File: config.mk
export PLATFORM = sky130hd
export DESIGN_NAME = argb_over_blend_top
export DESIGN_NICKNAME = d
export VERILOG_FILES = /design/src/design/abo_pkg.sv /design/src/design/argb_over_blend_top.sv /design/src/design/abo_prep.sv /design/src/design/abo_div_step.sv
export SDC_FILE = /design/constraint.sdc
export NUM_CORES = 2
export LEC_CHECK = 0
export BUFFER_PORTS_ARGS = -buffer_cell sky130_fd_sc_hd__buf_2
export CAP_MARGIN = 20
export CORE_ASPECT_RATIO = 0.75
export CORE_MARGIN = 3
export CORE_UTILIZATION = 46
export CTS_BUF_LIST = sky130_fd_sc_hd__clkbuf_4
export CTS_CLUSTER_SIZE = 24
export DETAILED_ROUTE_END_ITERATION = 12
export PLACE_DENSITY_LB_ADDON = 0.2
export SKIP_LAST_GASP = 1
export SLEW_MARGIN = 20
export SYNTH_ARGS = -nofsm -noshare
export SYNTH_HDL_FRONTEND = slang
export SYNTH_SLANG_ARGS = --single-unit
File: constraint.sdc
create_clock -name clk_i -period 13.3 [get_ports clk_i]
set_input_delay 0.665 -clock clk_i [delete_from_list [all_inputs] [get_ports clk_i]]
set_output_delay 0.665 -clock clk_i [all_outputs]
set_load 0.01 [all_outputs]
File: src/design/abo_pkg.sv
// ----------------------------------------------------------------------------
// ARGB over-blend package
// Shared payload types and constants for the source-over blend pipeline.
// ----------------------------------------------------------------------------
package abo_pkg;

  localparam int unsigned ChanW       = 8;
  localparam int unsigned NumLanes    = 3;   // red, green, blue
  localparam int unsigned NumDivSteps = 8;   // one quotient bit per stage
  localparam int unsigned RemW        = 24;  // holds 255 * 65025
  localparam int unsigned DenW        = 16;  // holds 65025
  localparam logic [ChanW-1:0] ChanMax = 8'd255;

  // one request: base pixel and overlay pixel
  typedef struct packed {
    logic [ChanW-1:0] base_alpha;
    logic [ChanW-1:0] base_red;
    logic [ChanW-1:0] base_green;
    logic [ChanW-1:0] base_blue;
    logic [ChanW-1:0] overlay_alpha;
    logic [ChanW-1:0] overlay_red;
    logic [ChanW-1:0] overlay_green;
    logic [ChanW-1:0] overlay_blue;
  } in_t;

  // one result: blended pixel
  typedef struct packed {
    logic [ChanW-1:0] out_alpha;
    logic [ChanW-1:0] out_red;
    logic [ChanW-1:0] out_green;
    logic [ChanW-1:0] out_blue;
  } out_t;

  // state carried down the divider stages
  typedef struct packed {
    logic [NumLanes-1:0][RemW-1:0]  rem;
    logic [DenW-1:0]                den;
    logic [NumLanes-1:0][ChanW-1:0] quo;
    logic                           den_zero;
    logic                           bypass;
    out_t                           ovl;
  } div_t;

endpackage

File: src/design/argb_over_blend_top.sv
// ----------------------------------------------------------------------------
// ARGB over-blend top level
// Source-over composite of an overlay ARGB8888 pixel onto a base pixel.
// ----------------------------------------------------------------------------
// Usage:
//   Input channel: in_valid_i / in_stall_o / in_data_i carry one request, a
//   base pixel and an overlay pixel. It is taken on a clock edge with
//   in_valid_i high and in_stall_o low.
//   Output channel: out_valid_o / out_stall_i / out_data_o carry the blended
//   pixel, in request order.
//   Pipeline: eleven register stages (two operand stages, eight divider
//   stages, one output register); the accepting edge loads the first, and
//   out_valid_o rises once the request reaches the output register.
//   Throughput: one request per cycle while in_stall_o is low. Every stage
//   holds its own valid bit, so bubbles collapse and a new request enters
//   while older ones are still in the divider.
//   Stall: out_stall_i freezes only the stages that are full up to the
//   output; in_stall_o rises only when every stage holds a request.
//   Reset: rst_ni clears all valid bits at once; the pipeline comes up empty
//   and ready. Only the valid bits are reset; the data registers are not.
//   Color quotients are resolved one bit per divider stage, restoring style;
//   alpha is D/255 by a reciprocal add-and-shift in the output stage.
// ----------------------------------------------------------------------------
module argb_over_blend_top (
  input  logic          clk_i,
  input  logic          rst_ni,
  input  logic          in_valid_i,
  output logic          in_stall_o,
  input  abo_pkg::in_t  in_data_i,
  output logic          out_valid_o,
  input  logic          out_stall_i,
  output abo_pkg::out_t out_data_o
);
  import abo_pkg::*;

  localparam int unsigned NumStages = NumDivSteps + 3;
  localparam int unsigned LastStage = NumStages - 1;

  logic [NumStages-1:0] valid_d, valid_q;
  logic [NumStages:0]   en;
  div_t                 div_chain [NumDivSteps+1];
  out_t                 out_d, out_q;
  logic [DenW:0]        alpha_sum;

  // a stage loads when it is empty or its successor loads too
  assign en[NumStages] = !out_stall_i;
  for (genvar s = 0; s < NumStages; s++) begin : g_en
    assign en[s] = !valid_q[s] || en[s+1];
  end

  always_comb begin
    valid_d = valid_q;
    if (en[0]) begin
      valid_d[0] = in_valid_i;
    end
    for (int s = 1; s < NumStages; s++) begin
      if (en[s]) begin
        valid_d[s] = valid_q[s-1];
      end
    end
  end

  always_ff @(posedge clk_i or negedge rst_ni) begin
    if (!rst_ni) begin
      valid_q <= '0;
    end else begin
      valid_q <= valid_d;
    end
  end

  // operand stages: products, then numerators and denominator
  abo_prep u_prep (
    .clk_i     (clk_i),
    .en_a_i    (en[0]),
    .en_b_i    (en[1]),
    .in_data_i (in_data_i),
    .div_o     (div_chain[0])
  );

  // divider: MSB of the quotient first
  for (genvar k = 0; k < NumDivSteps; k++) begin : g_div
    abo_div_step #(
      .Bit (NumDivSteps - 1 - k)
    ) u_step (
      .clk_i (clk_i),
      .en_i  (en[k+2]),
      .div_i (div_chain[k]),
      .div_o (div_chain[k+1])
    );
  end

  // output select: pass-through for an empty base, zero color when D is zero
  always_comb begin
    // floor(D/255) = (D + (D >> 8) + 1) >> 8, exact for D up to 65025
    alpha_sum = {1'b0, div_chain[NumDivSteps].den}
              + (DenW+1)'(div_chain[NumDivSteps].den[DenW-1:8])
              + (DenW+1)'(1);
    if (div_chain[NumDivSteps].bypass) begin
      out_d = div_chain[NumDivSteps].ovl;
    end else begin
      out_d.out_alpha = alpha_sum[ChanW +: ChanW];
      if (div_chain[NumDivSteps].den_zero) begin
        out_d.out_red   = '0;
        out_d.out_green = '0;
        out_d.out_blue  = '0;
      end else begin
        out_d.out_red   = div_chain[NumDivSteps].quo[0];
        out_d.out_green = div_chain[NumDivSteps].quo[1];
        out_d.out_blue  = div_chain[NumDivSteps].quo[2];
      end
    end
  end

  always_ff @(posedge clk_i) begin
    if (en[LastStage]) begin
      out_q <= out_d;
    end
  end

  assign in_stall_o  = !en[0];
  assign out_valid_o = valid_q[LastStage];
  assign out_data_o  = out_q;

endmodule

File: src/design/abo_prep.sv
// ----------------------------------------------------------------------------
// ARGB over-blend operand preparation
// Two register stages: partial products, then numerators and the denominator.
// ----------------------------------------------------------------------------
module abo_prep (
  input  logic          clk_i,
  input  logic          en_a_i,
  input  logic          en_b_i,
  input  abo_pkg::in_t  in_data_i,
  output abo_pkg::div_t div_o
);
  import abo_pkg::*;

  typedef struct packed {
    logic [2:0][15:0] bab;    // base channel * base alpha
    logic [2:0][15:0] oao;    // overlay channel * overlay alpha
    logic [15:0]      abao;   // base alpha * overlay alpha
    logic [8:0]       asum;
    logic [7:0]       nao;    // 255 - overlay alpha
    logic             bypass;
    out_t             ovl;
  } prod_t;

  prod_t prod_d, prod_q;
  div_t  div_d, div_q;
  logic [16:0] den_wide;

  always_comb begin
    prod_d.bab[0] = 16'(in_data_i.base_red)   * 16'(in_data_i.base_alpha);
    prod_d.bab[1] = 16'(in_data_i.base_green) * 16'(in_data_i.base_alpha);
    prod_d.bab[2] = 16'(in_data_i.base_blue)  * 16'(in_data_i.base_alpha);
    prod_d.oao[0] = 16'(in_data_i.overlay_red)   * 16'(in_data_i.overlay_alpha);
    prod_d.oao[1] = 16'(in_data_i.overlay_green) * 16'(in_data_i.overlay_alpha);
    prod_d.oao[2] = 16'(in_data_i.overlay_blue)  * 16'(in_data_i.overlay_alpha);
    prod_d.abao   = 16'(in_data_i.base_alpha) * 16'(in_data_i.overlay_alpha);
    prod_d.asum   = 9'(in_data_i.base_alpha) + 9'(in_data_i.overlay_alpha);
    prod_d.nao    = ChanMax - in_data_i.overlay_alpha;
    // all-zero base word lets the overlay through untouched
    prod_d.bypass = ({in_data_i.base_alpha, in_data_i.base_red,
                      in_data_i.base_green, in_data_i.base_blue} == '0);
    prod_d.ovl.out_alpha = in_data_i.overlay_alpha;
    prod_d.ovl.out_red   = in_data_i.overlay_red;
    prod_d.ovl.out_green = in_data_i.overlay_green;
    prod_d.ovl.out_blue  = in_data_i.overlay_blue;
  end

  always_ff @(posedge clk_i) begin
    if (en_a_i) begin
      prod_q <= prod_d;
    end
  end

  // D = 255*(ab+ao) - ab*ao; an opaque base reduces to the same rational
  always_comb begin
    den_wide = {prod_q.asum, 8'b0} - 17'(prod_q.asum) - 17'(prod_q.abao);
    div_d.den      = den_wide[DenW-1:0];
    div_d.den_zero = (den_wide == '0);
    for (int l = 0; l < NumLanes; l++) begin
      div_d.rem[l] = RemW'(prod_q.bab[l]) * RemW'(prod_q.nao)
                   + ({prod_q.oao[l], 8'b0} - RemW'(prod_q.oao[l]));
    end
    div_d.quo    = '0;
    div_d.bypass = prod_q.bypass;
    div_d.ovl    = prod_q.ovl;
  end

  always_ff @(posedge clk_i) begin
    if (en_b_i) begin
      div_q <= div_d;
    end
  end

  assign div_o = div_q;

endmodule

File: src/design/abo_div_step.sv
// ----------------------------------------------------------------------------
// ARGB over-blend divider step
// One registered restoring-division step: resolves quotient bit Bit per lane.
// ----------------------------------------------------------------------------
module abo_div_step #(
  parameter int unsigned Bit = 0
) (
  input  logic          clk_i,
  input  logic          en_i,
  input  abo_pkg::div_t div_i,
  output abo_pkg::div_t div_o
);
  import abo_pkg::*;

  div_t div_d, div_q;
  logic [RemW-1:0] shifted;

  always_comb begin
    div_d   = div_i;
    // color lanes all divide by D
    shifted = RemW'(div_i.den) << Bit;
    for (int l = 0; l < NumLanes; l++) begin
      if (div_i.rem[l] >= shifted) begin
        div_d.rem[l]      = div_i.rem[l] - shifted;
        div_d.quo[l][Bit] = 1'b1;
      end
    end
  end

  always_ff @(posedge clk_i) begin
    if (en_i) begin
      div_q <= div_d;
    end
  end

  assign div_o = div_q;

endmodule

# == Yosys cells after proc, flatten, opt, wreduce, memory -nomap -nowiden ==
# Cells that the tools add are included.
# classes
add_sub_neg,33
n_mul,10
n_mux,23
n_reduce_logical,26
n_lt_le_gt_ge,24
# op_table
cell,n
$mux 24,22
$mul 8x8->16,7
$add 24x24->24,3
$ge 24x16->1,3
$ge 24x17->1,3
$ge 24x18->1,3
$ge 24x19->1,3
$ge 24x20->1,3
$ge 24x21->1,3
$ge 24x22->1,3
$ge 24x23->1,3
$mul 16x8->24,3
$sub 24x16->24,3
$sub 24x17->24,3
$sub 24x18->24,3
$sub 24x19->24,3
$sub 24x20->24,3
$sub 24x21->24,3
$sub 24x22->24,3
$sub 24x23->24,3
$logic_not 32->1,1
$mux 32,1
$logic_not 17->1,1
$sub 17x16->17,1
7 further kinds,29
# totals
register_bits,1339
input_bits,68
out_inout_bits,34
word_cells,277

# == Depth between registers and ports, before layout ==
# logic_depth
word_depth,13
depth_mapped,21
mapped_depth_nobuf,20

# == Modules after synthesis ==
# A second synthesis with hierarchy kept.
# hier_totals
hier_cells,9287
hier_area_um2,103465.5
# modules_own_cells
module,instances,seq_area_each_um2,area_per_inst_um2,cells_per_inst
abo_prep,1,8528.2,38725.9,3848
abo_div_step (g_div[0].u_step),1,4384.2,8032.7,642
abo_div_step (g_div[7].u_step),1,4384.2,8010.2,703
abo_div_step (g_div[5].u_step),1,4384.2,7978.9,689
abo_div_step (g_div[1].u_step),1,4384.2,7902.6,649
abo_div_step (g_div[6].u_step),1,4384.2,7825.0,672
abo_div_step (g_div[4].u_step),1,4384.2,7696.1,659
abo_div_step (g_div[3].u_step),1,4384.2,7681.1,636
abo_div_step (g_div[2].u_step),1,4384.2,7577.3,620
argb_over_blend_top,1,1236.2,2035.7,169

# == Least setup slack after synthesis ==
# OpenSTA, ideal clock, no wires.
# synth_timing
path_kind,input -> register
startpoint,input port out_stall_i
endpoint,register u_prep.prod_q (netlist bit u_prep.div_d[0]) (enable)
n_path_buf,0
setup_slack_ps,1435
t_arrival_ps,10108
setup_ps,1757
required_ps,11543
cell_stages,7
path_cell_list,and3_1 inv_1 nor2_1 and2_1 nand3_1 nor2_1 nand3_1
# synth_between
elab_chain_len,12
# synth_lines
item,line_no,text
"start, declared",argb_over_blend_top.sv:31,"input logic out_stall_i,"
$logic_not 1->1,argb_over_blend_top.sv:46,assign en[NumStages] = !out_stall_i;
$logic_or 1x1->1 (2 in a row),argb_over_blend_top.sv:48,assign en[s] = !valid_q[s] || en[s+1];
via en[9],argb_over_blend_top.sv:40,logic [NumStages:0] en;
$logic_or 1x1->1 (6 in a row),argb_over_blend_top.sv:48,
via en[3],argb_over_blend_top.sv:40,
$logic_or 1x1->1 (3 in a row),argb_over_blend_top.sv:48,
"end signal, assigned",abo_prep.sv:49,prod_q <= prod_d;
"end, declared",abo_prep.sv:24,"prod_t prod_d, prod_q;"
# The timed path passes the listed nets, and every way through them passes these cells.
# A chain may end at the register's enable or synchronous reset.

==> results_dict.tcl <==
set metrics [dict create \
    slew_violations 0 \
    wl_per_cell_um 21.3 \
    worst_pin_slew_ps 1120 \
    syn_area_um2 93000 \
    setup_viol 0 \
    grt_pass1_vias 63300 \
    arrival_ps 7150 \
    design.core.area_um2 200000 \
    critPathCaptureType "flip-flop" \
    cts_tree "done" \
    rsz0062_at_grt "no" \
    grt_pass1_wl_mm 378 \
    rows 142 \
    numClockSinks 1339 \
    cts_max_level 5 \
    finalWirelength_mm 245 \
    insertion_delay_ps 1190 \
    path_clk_slew_ps 60 \
    status "complete, no violations" \
    skew_ps 147 \
    port_buffers 101 \
    critPathMaxFanout 48 \
    synth_edf_count 1328 \
    numCtsBuffers 338 \
    ys_async_sr_fraction_pct 0.822 \
    dpl.cell_count 10900 \
    avgSynthCellArea_um2 11.3 \
    die_x_um 525 \
    vias_per_cell 5.50 \
    fin_crit_ps 6340 \
    slew_headroom_pct 24.9 \
    critical_path_required_ps 14110 \
    cap_violations 0 \
    final_cells 11500 \
    period_share_pct 47.7 \
    setup-tns-final_ps 0 \
    grt_max_degree 84 \
    yosys_warnings 0 \
    drtIter0Drc 5081 \
    synth_cell_types 88 \
    drive_above_1_share_pct 8.86 \
    place.gp.congestion 0.927 \
    hp-class "primary input to flip-flop" \
    syn-num-nets 9788 \
    initial_core_util_pct 46.4 \
    grt_overflow 0 \
    rrSetupSlack_ps 6960 \
    die_h_um 395 \
    drc_errors 0 \
    final-hold-violation-count 0 \
    track_usage_pct 23.6 \
    pin_count 102 \
    worst-setup-path-type "flip-flop to flip-flop" \
    drt_first_pass_iters 5 \
    dp.final_hpwl_mm 190 \
    cts-resized-gates 0 \
    ys_seq_area_share_pct 43.2 \
    synth_seq_cells 1339 \
    die-area_um2 208000 \
    clk_root_buffer_cell "clkbuf_4" \
    pre_cts_ws_ps 7030 \
    dr_total_vias 63200 \
    setup_slack_ps 6960 \
    crit_path_start_kind "flip-flop" \
    syn_inst 8253 \
    clockBufferDepth 4 \
    antenna_found_initial 15 \
    final_nets 10100 \
    clock.fmax_mhz 158 \
    syn_to_final_growth_pct 8.83 \
    ant_nets 0 \
    synthFlopType "edfxtp_1" \
]
worst max-delay path, stage by stage (launching register included):
cell and delay, ps:
edfxtp_1 320, buf_4 490, nand2_1 170, fa_1 560, inv_1 50, fa_1 480, fa_1 510, fa_1 510
inv_1 50, fa_1 480, inv_1 50, ha_1 340, o21ai_0 240, o21ba_2 200, o22ai_1 120, o41ai_1 590
o21ai_0 230, nor3_1 220, o21bai_1 100, a21oi_1 190, xnor2_1 80
metrics by stage:
| stage | cell area, µm² | utilization, % | hold WS, ps |
|---|---|---|---|
| global route | 101000 | 50.5 | 44.1 |
| global placement | 96700 | 48.3 | 401 |
| finish | 101000 | 50.5 | 152 |
| detailed placement | 96700 | 48.3 | 405 |
| CTS | 101000 | 50.5 | 15.3 |
| floorplan | 93000 | - | 369 |
synthesized netlist by cell type, types with 13 or more instances:
library cell  count  area [µm²]
nor2_1          441        1660
o21ai_0         293        1470
nor3_1          122         611
a31oi_1          31         194
a21boi_0         29         218
xor2_1          186        1630
o41ai_1          17         149
a21oi_1         399        2000
o2111ai_1        21         184
mux2_1           41         462
a41oi_1          13         114
nor4_1           49         307
or2_2            24         150
xnor2_1         284        2490
or3_1            47         294
mux2_2           57         642
inv_1          1028        3860
and2_1          432        2700
o211ai_1         17         128
edfxtp_1       1328       39900
nand2b_1         99         619
nor2b_1          99         619
a211oi_1         33         248
o31ai_1          38         285
nand3_1         101         505
fa_1            615       12300
clkbuf_1        171         642
nand4_1          53         332
a21o_1          145        1090
and3_1           32         200
o21bai_1         31         233
o21ai_1          28         140
a211o_1          18         158
ha_1            852       10700
mux2i_1          13         130
or4_1            23         173
o21a_1           98         736
a22o_1           26         228
nand2_1         728        2730
cells by family after synthesis:
family | synth area share (%)
fa+ha+maj | 24.7
simple gates | 12.2
buf+inv | 4.89
flops | 43.2
mux | 1.33
compound gates | 9.28
xor+xnor | 4.42
area by class of cell:
type	count	area, µm²
multi-input combinational	5704	48500
antenna	9	22.5
fill	17900	99200
clock inverter	105	712
inverter	1030	3880
timing repair buffer	182	1200
clock buffer	464	3480
sequential	1339	40200
tap	2664	3330
path summary, 6_finish.rpt:
| check | startpoint | to | cells past startpoint |
|---|---|---|---|
| min reg2reg | g_div[0].u_step.div_o[101] | g_div[1].u_step.div_o[101] | 0 |
| min in group asynchronous | rst_ni | valid_q[2] | 3 |
| min | in_data_i[48] | u_prep.prod_q[114] | 2 |
| max reg2reg | u_prep.prod_q[33] | u_prep.div_o[97] | 20 |
| max | u_prep.prod_q[33] | u_prep.div_o[97] | 20 |
| max in group asynchronous | rst_ni | valid_q[6] | 3 |
cell usage in the layout, fill, tap and decap left out, types with 284 or more instances in the layout:
cell type	Yosys	routed
ha_1	852	852
and2_1	432	432
nand2_1	728	725
xnor2_1	284	284
nor2_1	441	440
inv_1	1028	1024
o21ai_0	293	293
edfxtp_1	1328	1328
a21oi_1	399	397
fa_1	615	615
clkbuf_4	0	464
per-layer routing:
layer / GRT usage [%] / part of all wire, % / routed length, µm / vias up
li1: - / - / - / 29500
met1: 35.8 / 48 / 117000 / 31300
met2: 36.0 / 44 / 107000 / 2005
met3: 3.15 / 6.3 / 15400 / 323
met4: 5.58 / 2.2 / 5490 / 0
met5: 0 / 0 / 0 / -
registers in the layout, summed over array words and instances (netlist names):
signal	cells
u_prep.div_o	122
g_div.u_step.div_o	1012
out_data_o	32
u_prep.prod_q	129
valid_q	11
u_prep.div_d	33
what timing repair did:
item                                   CTS  global route
endpoints found under the hold margin   42             0
hold buffers                            31             0
buffers inserted                         0             0
Power is not shown: default switching activity piles up to over one toggle a cycle in this logic, so the estimate is an artifact.
